**src/sv/ctc_greedy_decoder_assert.svh**
```systemverilog
// Assertion macros for the CTC greedy decoder.
// Included by the top level; depends on nothing else.
`ifndef CTC_GREEDY_DECODER_ASSERT_SVH
`define CTC_GREEDY_DECODER_ASSERT_SVH

// The consequent must hold in the same cycle as the antecedent.
`define CTC_ASSERT_NOW(label, ck, rn, ante, cons, msg) \
	label: assert property (@(posedge ck) disable iff (!rn) (ante) |-> (cons)) \
		else $error(msg);

// The consequent must hold in the cycle after the antecedent.
`define CTC_ASSERT_NEXT(label, ck, rn, ante, cons, msg) \
	label: assert property (@(posedge ck) disable iff (!rn) (ante) |=> (cons)) \
		else $error(msg);

`endif

```
**src/sv/ctc_pkg.sv**
```systemverilog
// Shared types and constants of the CTC greedy decoder.
// Used by the interfaces and every module of the block; depends on nothing.
`timescale 1ns / 1ps

package ctc_pkg;

	// Field widths.
	localparam int CLASS_W = 14;
	localparam int INDEX_W = 13;
	localparam int SCORE_W = 16;
	localparam int MEAN_W  = 10;
	localparam int TOTAL_W = 11;
	localparam int SUM_W   = 26;

	// Limits that the fixed field widths settle.
	localparam int MAX_CLASSES = 8192;
	localparam int MAX_STEPS   = 1024;

	// Configuration reset value.
	localparam logic [CLASS_W-1:0] CLASS_COUNT_RESET = CLASS_W'(97);

	// Mean scaling: sum * 1000, then the Q0.16 fraction is dropped before dividing.
	localparam int PERMILLE = 1000;
	localparam int FRAC_W   = 16;
	localparam int PROD_W   = SUM_W + 10;
	localparam int QUOT_W   = PROD_W - FRAC_W;
	localparam int BIT_W    = $clog2(QUOT_W);
	localparam logic [MEAN_W-1:0] MEAN_MAX = MEAN_W'(PERMILLE);

	// Default depth of the event queue between front and back.
	localparam int QUEUE_DEPTH = 4;

	// Result kinds.
	localparam logic KIND_TOKEN   = 1'b0;
	localparam logic KIND_SUMMARY = 1'b1;

	// One closed row that produces output.
	typedef struct packed {
		logic               emit;
		logic               seq_last;
		logic [INDEX_W-1:0] index;
		logic [SCORE_W-1:0] score;
		logic [SUM_W-1:0]   sum;
		logic [TOTAL_W-1:0] total;
	} ctc_event_t;

	// Queue status seen by both sides.
	typedef struct packed {
		logic full;
		logic empty;
	} ctc_fifo_stat_t;

	// Back-end sequencer states.
	typedef enum logic [1:0] {
		BK_IDLE,
		BK_MUL,
		BK_DIV,
		BK_SUM
	} back_state_t;

endpackage

```
**src/sv/ctc_if.sv**
```systemverilog
// Channel interfaces of the CTC greedy decoder: score input and result output.
// Depends on ctc_pkg for the field widths.
`timescale 1ns / 1ps

interface ctc_in_if;
	logic                         valid;
	logic                         ready;
	logic [ctc_pkg::SCORE_W-1:0]  class_score;
	logic                         row_end;
	logic                         seq_end;

	modport source (output valid, output class_score, output row_end, output seq_end,
		input ready);
	modport sink (input valid, input class_score, input row_end, input seq_end,
		output ready);
endinterface

interface ctc_out_if;
	logic                         valid;
	logic                         ready;
	logic                         kind;
	logic [ctc_pkg::INDEX_W-1:0]  token_index;
	logic [ctc_pkg::SCORE_W-1:0]  token_score;
	logic [ctc_pkg::MEAN_W-1:0]   mean_permille;
	logic [ctc_pkg::TOTAL_W-1:0]  token_total;
	logic                         is_last;

	modport source (output valid, output kind, output token_index, output token_score,
		output mean_permille, output token_total, output is_last, input ready);
	modport sink (input valid, input kind, input token_index, input token_score,
		input mean_permille, input token_total, input is_last, output ready);
endinterface

```
**src/sv/ctc_fifo.sv**
```systemverilog
// Small event queue that decouples the classifying front from the output back.
// Depends on ctc_pkg for the event and status types.
`timescale 1ns / 1ps

module ctc_fifo #(
	parameter int DEPTH = ctc_pkg::QUEUE_DEPTH
) (
	input  logic                    clk,
	input  logic                    arst_n,
	input  logic                    push,
	input  ctc_pkg::ctc_event_t     push_data,
	input  logic                    pop,
	output ctc_pkg::ctc_event_t     head,
	output ctc_pkg::ctc_fifo_stat_t stat
);
	import ctc_pkg::*;

	localparam int PTR_W = (DEPTH > 1) ? $clog2(DEPTH) : 1;
	localparam int CNT_W = $clog2(DEPTH + 1);

	ctc_event_t       mem_q [DEPTH];
	logic [PTR_W-1:0] wr_ptr_q;
	logic [PTR_W-1:0] rd_ptr_q;
	logic [CNT_W-1:0] cnt_q;

	// Storage write; entries need no reset.
	always_ff @(posedge clk) begin
		if (push) begin
			mem_q[wr_ptr_q] <= push_data;
		end
	end

	// Pointers and fill level.
	always_ff @(posedge clk or negedge arst_n) begin
		if (!arst_n) begin
			wr_ptr_q <= '0;
			rd_ptr_q <= '0;
			cnt_q    <= '0;
		end else begin
			if (push) begin
				wr_ptr_q <= (wr_ptr_q == PTR_W'(DEPTH - 1)) ? '0 : wr_ptr_q + 1'b1;
			end
			if (pop) begin
				rd_ptr_q <= (rd_ptr_q == PTR_W'(DEPTH - 1)) ? '0 : rd_ptr_q + 1'b1;
			end
			case ({push, pop})
				2'b10:   cnt_q <= cnt_q + 1'b1;
				2'b01:   cnt_q <= cnt_q - 1'b1;
				default: cnt_q <= cnt_q;
			endcase
		end
	end

	// Head entry and status.
	assign head       = mem_q[rd_ptr_q];
	assign stat.full  = (cnt_q == CNT_W'(DEPTH));
	assign stat.empty = (cnt_q == '0);

endmodule

```
**src/sv/ctc_front.sv**
```systemverilog
// Front end: takes scores, tracks the row maximum, closes rows and accumulates
// the token sum and count. Depends on ctc_pkg and the ctc_in_if interface.
`timescale 1ns / 1ps

module ctc_front (
	input  logic                        clk,
	input  logic                        arst_n,
	input  logic                        cfg_we,
	input  logic [ctc_pkg::CLASS_W-1:0] cfg_wdata,
	ctc_in_if.sink                      scores,
	output logic                        push,
	output ctc_pkg::ctc_event_t         push_data,
	input  logic                        queue_full
);
	import ctc_pkg::*;

	logic [CLASS_W-1:0] class_count_q;
	logic [INDEX_W-1:0] counter_q;
	logic [SCORE_W-1:0] best_score_q;
	logic [INDEX_W-1:0] best_index_q;
	logic [INDEX_W-1:0] prev_index_q;
	logic               first_q;
	logic [SUM_W-1:0]   sum_q;
	logic [TOTAL_W-1:0] count_q;

	logic [CLASS_W-1:0] limit;
	logic               fire;
	logic               take;
	logic [SCORE_W-1:0] cur_score;
	logic [INDEX_W-1:0] cur_index;
	logic               close;
	logic               emit;
	logic               add;
	logic [SUM_W-1:0]   sum_next;
	logic [TOTAL_W-1:0] count_next;

	assign scores.ready = !queue_full;
	assign fire         = scores.valid && scores.ready;

	// Row tracking and close decision for the current score.
	always_comb begin
		if (class_count_q < CLASS_W'(2)) begin
			limit = CLASS_W'(2);
		end else if (class_count_q > CLASS_W'(MAX_CLASSES)) begin
			limit = CLASS_W'(MAX_CLASSES);
		end else begin
			limit = class_count_q;
		end

		take      = (counter_q == '0) || (scores.class_score > best_score_q);
		cur_score = take ? scores.class_score : best_score_q;
		cur_index = take ? counter_q : best_index_q;

		close = scores.row_end || scores.seq_end ||
			(({1'b0, counter_q} + CLASS_W'(1)) >= limit);

		// Blank and repeated indices make no token; the first step never repeats.
		emit = (cur_index != '0) && !(!first_q && (cur_index == prev_index_q));
		add  = emit && (count_q < TOTAL_W'(MAX_STEPS));

		sum_next   = add ? sum_q + SUM_W'(cur_score) : sum_q;
		count_next = add ? count_q + 1'b1 : count_q;

		push               = fire && close && (emit || scores.seq_end);
		push_data.emit     = emit;
		push_data.seq_last = scores.seq_end;
		push_data.index    = cur_index;
		push_data.score    = cur_score;
		push_data.sum      = sum_next;
		push_data.total    = count_next;
	end

	// Decoder state.
	always_ff @(posedge clk or negedge arst_n) begin
		if (!arst_n) begin
			class_count_q <= CLASS_COUNT_RESET;
			counter_q     <= '0;
			best_score_q  <= '0;
			best_index_q  <= '0;
			prev_index_q  <= '0;
			first_q       <= 1'b1;
			sum_q         <= '0;
			count_q       <= '0;
		end else begin
			if (cfg_we) begin
				class_count_q <= cfg_wdata;
			end
			if (fire) begin
				if (!close) begin
					best_score_q <= cur_score;
					best_index_q <= cur_index;
					counter_q    <= counter_q + 1'b1;
				end else begin
					best_score_q <= '0;
					best_index_q <= '0;
					counter_q    <= '0;
					if (scores.seq_end) begin
						prev_index_q <= '0;
						first_q      <= 1'b1;
						sum_q        <= '0;
						count_q      <= '0;
					end else begin
						prev_index_q <= cur_index;
						first_q      <= 1'b0;
						sum_q        <= sum_next;
						count_q      <= count_next;
					end
				end
			end
		end
	end

endmodule

```
**src/sv/ctc_back.sv**
```systemverilog
// Back end: drains the event queue, sends tokens and computes the per-mille
// mean with a bit-serial divider. Depends on ctc_pkg and the ctc_out_if interface.
`timescale 1ns / 1ps

module ctc_back (
	input  logic                    clk,
	input  logic                    arst_n,
	input  ctc_pkg::ctc_event_t     head,
	input  ctc_pkg::ctc_fifo_stat_t stat,
	output logic                    pop,
	ctc_out_if.source               results
);
	import ctc_pkg::*;

	back_state_t        state_q;
	back_state_t        state_d;
	logic [BIT_W-1:0]   bit_q;
	logic [SUM_W-1:0]   sum_q;
	logic [TOTAL_W-1:0] total_q;
	logic [QUOT_W-1:0]  quot_q;
	logic [TOTAL_W-1:0] rem_q;

	logic               out_valid_q;
	logic               kind_q;
	logic [INDEX_W-1:0] index_q;
	logic [SCORE_W-1:0] score_q;
	logic [MEAN_W-1:0]  mean_q;
	logic [TOTAL_W-1:0] out_total_q;
	logic               last_q;

	logic               out_free;
	logic               load_tok;
	logic               load_sum;
	logic [PROD_W-1:0]  prod;
	logic [TOTAL_W-1:0] divisor;
	logic [TOTAL_W:0]   trial;
	logic               ge;
	logic [TOTAL_W-1:0] step_rem;

	assign out_free = !out_valid_q || results.ready;

	// Sequencer state register.
	always_ff @(posedge clk or negedge arst_n) begin
		if (!arst_n) begin
			state_q <= BK_IDLE;
		end else begin
			state_q <= state_d;
		end
	end

	// Next state and load strobes.
	always_comb begin
		state_d  = state_q;
		pop      = 1'b0;
		load_tok = 1'b0;
		load_sum = 1'b0;
		unique case (state_q)
			BK_IDLE: begin
				if (!stat.empty && out_free) begin
					pop      = 1'b1;
					load_tok = head.emit;
					if (head.seq_last) begin
						state_d = BK_MUL;
					end
				end
			end
			BK_MUL: begin
				state_d = BK_DIV;
			end
			BK_DIV: begin
				if (bit_q == '0) begin
					state_d = BK_SUM;
				end
			end
			BK_SUM: begin
				if (out_free) begin
					load_sum = 1'b1;
					state_d  = BK_IDLE;
				end
			end
			default: begin
				state_d = BK_IDLE;
			end
		endcase
	end

	// Scaling product and one restoring division step.
	always_comb begin
		prod     = PROD_W'(sum_q) * PROD_W'(PERMILLE);
		divisor  = (total_q == '0) ? TOTAL_W'(1) : total_q;
		trial    = {rem_q, quot_q[QUOT_W-1]};
		ge       = trial >= {1'b0, divisor};
		step_rem = ge ? TOTAL_W'(trial - {1'b0, divisor}) : trial[TOTAL_W-1:0];
	end

	// Division step counter.
	always_ff @(posedge clk or negedge arst_n) begin
		if (!arst_n) begin
			bit_q <= '0;
		end else if (state_q == BK_MUL) begin
			bit_q <= BIT_W'(QUOT_W - 1);
		end else if (state_q == BK_DIV) begin
			bit_q <= bit_q - 1'b1;
		end
	end

	// Divider datapath; the quotient shifts in where the dividend shifts out.
	always_ff @(posedge clk) begin
		if (pop) begin
			sum_q   <= head.sum;
			total_q <= head.total;
		end
		if (state_q == BK_MUL) begin
			quot_q <= prod[PROD_W-1 -: QUOT_W];
			rem_q  <= '0;
		end else if (state_q == BK_DIV) begin
			quot_q <= {quot_q[QUOT_W-2:0], ge};
			rem_q  <= step_rem;
		end
	end

	// Output register valid.
	always_ff @(posedge clk or negedge arst_n) begin
		if (!arst_n) begin
			out_valid_q <= 1'b0;
		end else if (load_tok || load_sum) begin
			out_valid_q <= 1'b1;
		end else if (results.ready) begin
			out_valid_q <= 1'b0;
		end
	end

	// Output register payload.
	always_ff @(posedge clk) begin
		if (load_tok) begin
			kind_q      <= KIND_TOKEN;
			index_q     <= head.index;
			score_q     <= head.score;
			mean_q      <= '0;
			out_total_q <= '0;
			last_q      <= !head.seq_last;
		end else if (load_sum) begin
			kind_q      <= KIND_SUMMARY;
			index_q     <= '0;
			score_q     <= '0;
			mean_q      <= quot_q[MEAN_W-1:0];
			out_total_q <= total_q;
			last_q      <= 1'b1;
		end
	end

	assign results.valid         = out_valid_q;
	assign results.kind          = kind_q;
	assign results.token_index   = index_q;
	assign results.token_score   = score_q;
	assign results.mean_permille = mean_q;
	assign results.token_total   = out_total_q;
	assign results.is_last       = last_q;

endmodule

```
**src/sv/ctc_greedy_decoder.sv**
```systemverilog
// Top level of the CTC greedy decoder: front end, event queue and back end.
// Depends on ctc_pkg, ctc_if, ctc_fifo, ctc_front, ctc_back and the assertion header.
//
// Usage:
//   scores  - one class score per transaction, class 0 first; row_end marks the
//             last score of a time step and seq_end the last step of a sequence.
//   results - token transactions (kind 0) and one summary per sequence (kind 1)
//             with the per-mille mean token score and the token count.
//   cfg_we / cfg_wdata - writes class_count; write only while the block is idle.
// Throughput: one score per cycle while the queue has room. A row that gives a
// token or ends a sequence puts one event into a queue of FIFO_DEPTH entries; the
// back end takes the next event whenever the output register is free, but a
// summary takes the pop, a product step, 20 divider steps at one quotient bit per
// cycle and a load, and no event is taken before that load. A token passes from
// its closing score through the event queue and the output register. Scores are
// refused only while the queue is full.
// Reset: asynchronous, clears row state, sums and queue; class_count returns to 97.
// A stalled receiver holds the output register; the queue absorbs closing rows
// until it fills, after which scores.ready drops.
`timescale 1ns / 1ps

module ctc_greedy_decoder #(
	parameter int FIFO_DEPTH = ctc_pkg::QUEUE_DEPTH
) (
	input  logic                        clk,
	input  logic                        arst_n,
	input  logic                        cfg_we,
	input  logic [ctc_pkg::CLASS_W-1:0] cfg_wdata,
	ctc_in_if.sink                      scores,
	ctc_out_if.source                   results
);
	import ctc_pkg::*;

	`include "ctc_greedy_decoder_assert.svh"

	logic           q_push;
	logic           q_pop;
	ctc_event_t     q_in;
	ctc_event_t     q_head;
	ctc_fifo_stat_t q_stat;
	logic           summary_pop;
	logic           summary_out;
	logic           summary_ok;

	// Classifying front end.
	ctc_front u_front (
		.clk        (clk),
		.arst_n     (arst_n),
		.cfg_we     (cfg_we),
		.cfg_wdata  (cfg_wdata),
		.scores     (scores),
		.push       (q_push),
		.push_data  (q_in),
		.queue_full (q_stat.full)
	);

	// Event queue.
	ctc_fifo #(
		.DEPTH (FIFO_DEPTH)
	) u_fifo (
		.clk       (clk),
		.arst_n    (arst_n),
		.push      (q_push),
		.push_data (q_in),
		.pop       (q_pop),
		.head      (q_head),
		.stat      (q_stat)
	);

	// Output back end.
	ctc_back u_back (
		.clk     (clk),
		.arst_n  (arst_n),
		.head    (q_head),
		.stat    (q_stat),
		.pop     (q_pop),
		.results (results)
	);

	// Terms that the checks below share.
	assign summary_pop = q_pop && q_head.seq_last;
	assign summary_out = results.valid && (results.kind == KIND_SUMMARY);
	assign summary_ok  = results.is_last && (results.mean_permille <= MEAN_MAX);

	// Queue discipline between the two halves.
	`CTC_ASSERT_NOW(a_no_push_full, clk, arst_n, q_push, !q_stat.full, "push into full queue")
	`CTC_ASSERT_NOW(a_no_pop_empty, clk, arst_n, q_pop, !q_stat.empty, "pop from empty queue")
	// A summary occupies the divider, so no event is taken in the next cycle.
	`CTC_ASSERT_NEXT(a_div_busy, clk, arst_n, summary_pop, !q_pop, "event taken while dividing")
	// Summaries close the transaction group and carry a mean within range.
	`CTC_ASSERT_NOW(a_summary_ok, clk, arst_n, summary_out, summary_ok, "malformed summary")

endmodule

```
**src/flat_wrapper.sv**
```systemverilog
// flat-port wrapper written by rule: the top's interface ports become plain ports
module ctc_greedy_decoder_flat import ctc_pkg::*;
#(
	parameter int FIFO_DEPTH = ctc_pkg::QUEUE_DEPTH
)
  (clk, arst_n, cfg_we, cfg_wdata, scores_valid, scores_class_score, scores_row_end, scores_seq_end, scores_ready, results_valid, results_kind, results_token_index, results_token_score, results_mean_permille, results_token_total, results_is_last, results_ready);
  ctc_in_if scores_i ();
  ctc_out_if results_i ();
  input  logic clk;
  input  logic arst_n;
  input  logic cfg_we;
  input  logic [ctc_pkg::CLASS_W-1:0] cfg_wdata;
  input wire logic [$bits(scores_i.valid)-1:0] scores_valid;
  input wire logic [$bits(scores_i.class_score)-1:0] scores_class_score;
  input wire logic [$bits(scores_i.row_end)-1:0] scores_row_end;
  input wire logic [$bits(scores_i.seq_end)-1:0] scores_seq_end;
  output wire logic [$bits(scores_i.ready)-1:0] scores_ready;
  output wire logic [$bits(results_i.valid)-1:0] results_valid;
  output wire logic [$bits(results_i.kind)-1:0] results_kind;
  output wire logic [$bits(results_i.token_index)-1:0] results_token_index;
  output wire logic [$bits(results_i.token_score)-1:0] results_token_score;
  output wire logic [$bits(results_i.mean_permille)-1:0] results_mean_permille;
  output wire logic [$bits(results_i.token_total)-1:0] results_token_total;
  output wire logic [$bits(results_i.is_last)-1:0] results_is_last;
  input wire logic [$bits(results_i.ready)-1:0] results_ready;
  assign scores_i.valid = scores_valid;
  assign scores_i.class_score = scores_class_score;
  assign scores_i.row_end = scores_row_end;
  assign scores_i.seq_end = scores_seq_end;
  assign scores_ready = scores_i.ready;
  assign results_valid = results_i.valid;
  assign results_kind = results_i.kind;
  assign results_token_index = results_i.token_index;
  assign results_token_score = results_i.token_score;
  assign results_mean_permille = results_i.mean_permille;
  assign results_token_total = results_i.token_total;
  assign results_is_last = results_i.is_last;
  assign results_i.ready = results_ready;
  ctc_greedy_decoder #(.FIFO_DEPTH(FIFO_DEPTH)) u_core (.clk(clk), .arst_n(arst_n), .cfg_we(cfg_we), .cfg_wdata(cfg_wdata), .scores(scores_i), .results(results_i));
endmodule
```
**config.mk**
```make
export PLATFORM = sky130hd
export DESIGN_NAME = ctc_greedy_decoder_flat
export DESIGN_NICKNAME = d
export VERILOG_FILES = /design/src/sv/ctc_pkg.sv /design/src/sv/ctc_if.sv /design/src/sv/ctc_fifo.sv /design/src/sv/ctc_front.sv /design/src/sv/ctc_back.sv /design/src/sv/ctc_greedy_decoder.sv /design/src/flat_wrapper.sv
export VERILOG_INCLUDE_DIRS = /design/src /design/src/sv
export SDC_FILE = /design/constraint.sdc
export NUM_CORES = 1
export LEC_CHECK = 0
export BUFFER_PORTS_ARGS = -buffer_cell sky130_fd_sc_hd__buf_4
export CORE_MARGIN = 8
export CORE_UTILIZATION = 30
export CTS_BUF_LIST = sky130_fd_sc_hd__clkbuf_4 sky130_fd_sc_hd__clkbuf_8 sky130_fd_sc_hd__clkbuf_16
export DETAILED_ROUTE_END_ITERATION = 8
export PLACE_DENSITY = 0.57
export SLEW_MARGIN = 25
export SYNTH_ARGS = -nofsm -noshare
export SYNTH_HDL_FRONTEND = slang
export SYNTH_SLANG_ARGS = --single-unit
```
**constraint.sdc**
```tcl
create_clock -name clk -period 6.11 [get_ports clk]
set_clock_uncertainty 0.1 [all_clocks]
set_input_delay 1.222 -clock clk [delete_from_list [all_inputs] [get_ports clk]]
set_output_delay 1.222 -clock clk [all_outputs]
set_load 0.05 [all_outputs]
```
==> run summary <==
r2r setup slk: 420 ps
die width: 317 um
CP endpoint kind: flop
CTS sink count: 514
core area: 90000 um^2
final setup vio count: 0
Yosys warning count: 0
number of global-route vias before repair: 18130
Finished Layout Cells: 3515
FFs w/ async S/R, synth: 0.237
Synth Flop Type: edfxtp_1
Pins Over Slew Limit: 0
CTS buffer count: 58
global route total overflow: 0
actual slew at the worst max-slew pin: 1000 ps
fillers: 8724
Ports: 91
initial drt markers: 988
placer congestion estimate: 0.873
syn_area_per_cell: 12.8 um^2
post-cts sizing count: 0
CTS tree: built
Cell Area, Synth: 27300 um^2
Syn Nets: 2406
slowest CP cell: fa_1
CP Launch Type: input pin
top post-synthesis cells by area: edfxtp_1 (40%), dfrtp_1 (11%), fa_1 (7.1%)
Core Rows: 110
crit path cell chain: buf_4 > ha_1 > nand4_1 > nor3_1 > a21boi_0 > o41a_1 > nor2_4 > nand2_1 > o21ai_0 > ha_1 > fa_1 > a211oi_1 > nor2_1 > o211a_1 > o31ai_1 > a21oi_1 > a31o_2 > a311oi_4 > buf_4 > nor3_1 > and2_1 > xnor2_1
post-synthesis sequential area ratio: 0.532
# DRC: 0
layout cells sized above 1: 0.192
period utilization: 0.933
fin nets: 2565
area leader, netlist: edfxtp_1
register area: 14500 um^2
first-pass GRT wire length: 103 mm
placed standard-cell area: 30100 um^2
final antenna-violating net count: 0
synth unique cells: 81
top cells by count, synth: edfxtp_1 (359), inv_1 (216), nand2_1 (162), ha_1 (143), dfrtp_1 (118)
most common cell in the netlist: edfxtp_1
fin crit period: 5700 ps
CP max FO: 9
port buffer count: 90
Worst-Skew Late Latency: 620 ps
initial antenna violation count: 2
Final HPWL DP: 46.9 mm
TritonRoute pass-1 iters: 5
Yosys top cell area share: 0.395
Die H: 317 um
final instance area: 32200 um^2
Worst EP required: 6410 ps
status: completed
Initial Util: 0.303
Max Cap Viol: 0
fmax: 175 MHz
dpl cells: 3404
EDFF count, synth: 359
hold slack: 357 ps
footprint of the multi-input gates: 11700 um^2
kind of critical path: input pin to flop
Post-Synthesis Cells: 2130
relative slew slack: 0.329
Detailed Route WL: 65.1 mm
largest net degree at the start of global routing: 75
count of final hold-check violations: 0
number of synthesized register bits: 514
utilization after layout: 0.358
synth-to-layout area growth: 18.1%
wire per inst: 18.5 um
via count: 17129
Tightest Hold Check Type: flop to flop
die footprint: 101000 um^2
H-Tree Depth: 2
slowest cell delay on critical path: 410 ps
clock slew at reported path FFs: 60 ps
clk buf depth: 3
GRT Util Overall: 0.127
CTS root buffer: clkbuf_16
vias per cell: 4.87
WP data arrival: 6000 ps
sequential cells by signal (all words and copies together) (netlist names), 3 cells and up:
signal and cells:
u_core.u_back.bit_q 5, u_core.u_front.class_count_q 14, u_core.u_back.rem_q 11, u_core.u_front.best_score_q 16, u_core.u_fifo.mem_q 272, u_core.u_back.results.mean_permille 10
u_core.u_back.total_q 11, u_core.u_front.prev_index_q 13, u_core.u_back.results.token_score 16, u_core.u_fifo.cnt_q 3, u_core.u_back.sum_q 26, u_core.u_back.results.token_index 13
u_core.u_front.count_q 11, u_core.u_back.quot_q 20, u_core.u_back.results.token_total 11, u_core.u_front.best_index_q 13, u_core.u_front.counter_q 13, u_core.u_front.sum_q 26
placed cells by master, fill, tap and decap left out, drive strengths merged, types with 33 or more instances in the layout:
master | netlist | layout
edfxtp | 359 | 359
inv | 217 | 218
buf | 22 | 193
nand2 | 162 | 162
ha | 143 | 143
dfrtp | 118 | 118
o21ai | 101 | 101
fa | 96 | 96
nor2 | 80 | 80
clkbuf | 72 | 75
a21oi | 70 | 70
mux4 | 67 | 67
mux2 | 52 | 52
xnor2 | 43 | 43
and2 | 42 | 42
nand3 | 42 | 42
nor3 | 41 | 41
xor2 | 33 | 33
dfxtp | 33 | 33
path summary, 6_finish.rpt:
path	from	end	cells past startpoint
worst min register to register	u_core.u_back.results.mean_permille[3]$_SDFFE_PP0P_	u_core.u_back.results.mean_permille[3]$_SDFFE_PP0P_	2
min in group asynchronous	arst_n	u_core.u_front.best_score_q[9]$_DFFE_PN0P_	1
max in group asynchronous	arst_n	u_core.u_front.class_count_q[4]$_DFFE_PN0P_	2
worst min-delay path	u_core.u_back.results.mean_permille[3]$_SDFFE_PP0P_	u_core.u_back.results.mean_permille[3]$_SDFFE_PP0P_	2
worst max register to register	u_core.u_back.sum_q[2]$_DFFE_PP_	u_core.u_back.quot_q[19]$_DFFE_PP_	18
worst max-delay path	scores_class_score[15]	u_core.u_fifo.mem_q[0][31]$_DFFE_PP_	22
through the flow:
step | setup TNS, ps | worst slack, ps
2_1_floorplan | -226860 | -834
3_3_place_gp | -3450 | -198
3_5_place_dp | -5490 | -268
4_1_cts | 0 | 355
5_1_grt | -33.9 | -8.50
6_report | 0 | 411
final cells by class:
type | count | area share
Antenna cell | 1 | 0.0000777
Inverter | 218 | 0.0254
Clock inverter | 34 | 0.0149
Clock buffer | 75 | 0.0505
Timing Repair Buffer | 193 | 0.0504
Tap cell | 1176 | 0.0457
Multi-Input combinational cell | 1304 | 0.363
Sequential cell | 514 | 0.450
layer usage:
layer / GRT usage / wire length [um]
met1: 0.167 / 29500
met2: 0.210 / 30500
met3: 0.0213 / 2930
met4: 0.0442 / 2170
met5: 0 / 0
critical path, delay by kind of cell:
kind / cells / cell delay (ps)
compound gates: 9 / 2230
simple gates: 7 / 990
fa+ha+maj: 3 / 970
buf+inv: 2 / 330
xor+xnor: 1 / 260
kinds of logic after synthesis:
kind of cell,share of synthesized area
AOI/OAI and AO/OA,0.0838
xor gates and xnor gates,0.0244
adders and majority gates,0.136
buffers and inverters,0.0438
DFF,0.532
muxes,0.0875
and+or+nand+nor,0.0924
timing repair:
action	4_1_cts	5_1_grt
hold buffers	0	0
setup endpoints to repair	0	12
endpoints found under the hold margin	0	0
setup buffers	0	1
Power is not shown: default switching activity piles up to over one toggle a cycle in this logic, so the estimate is an artifact.
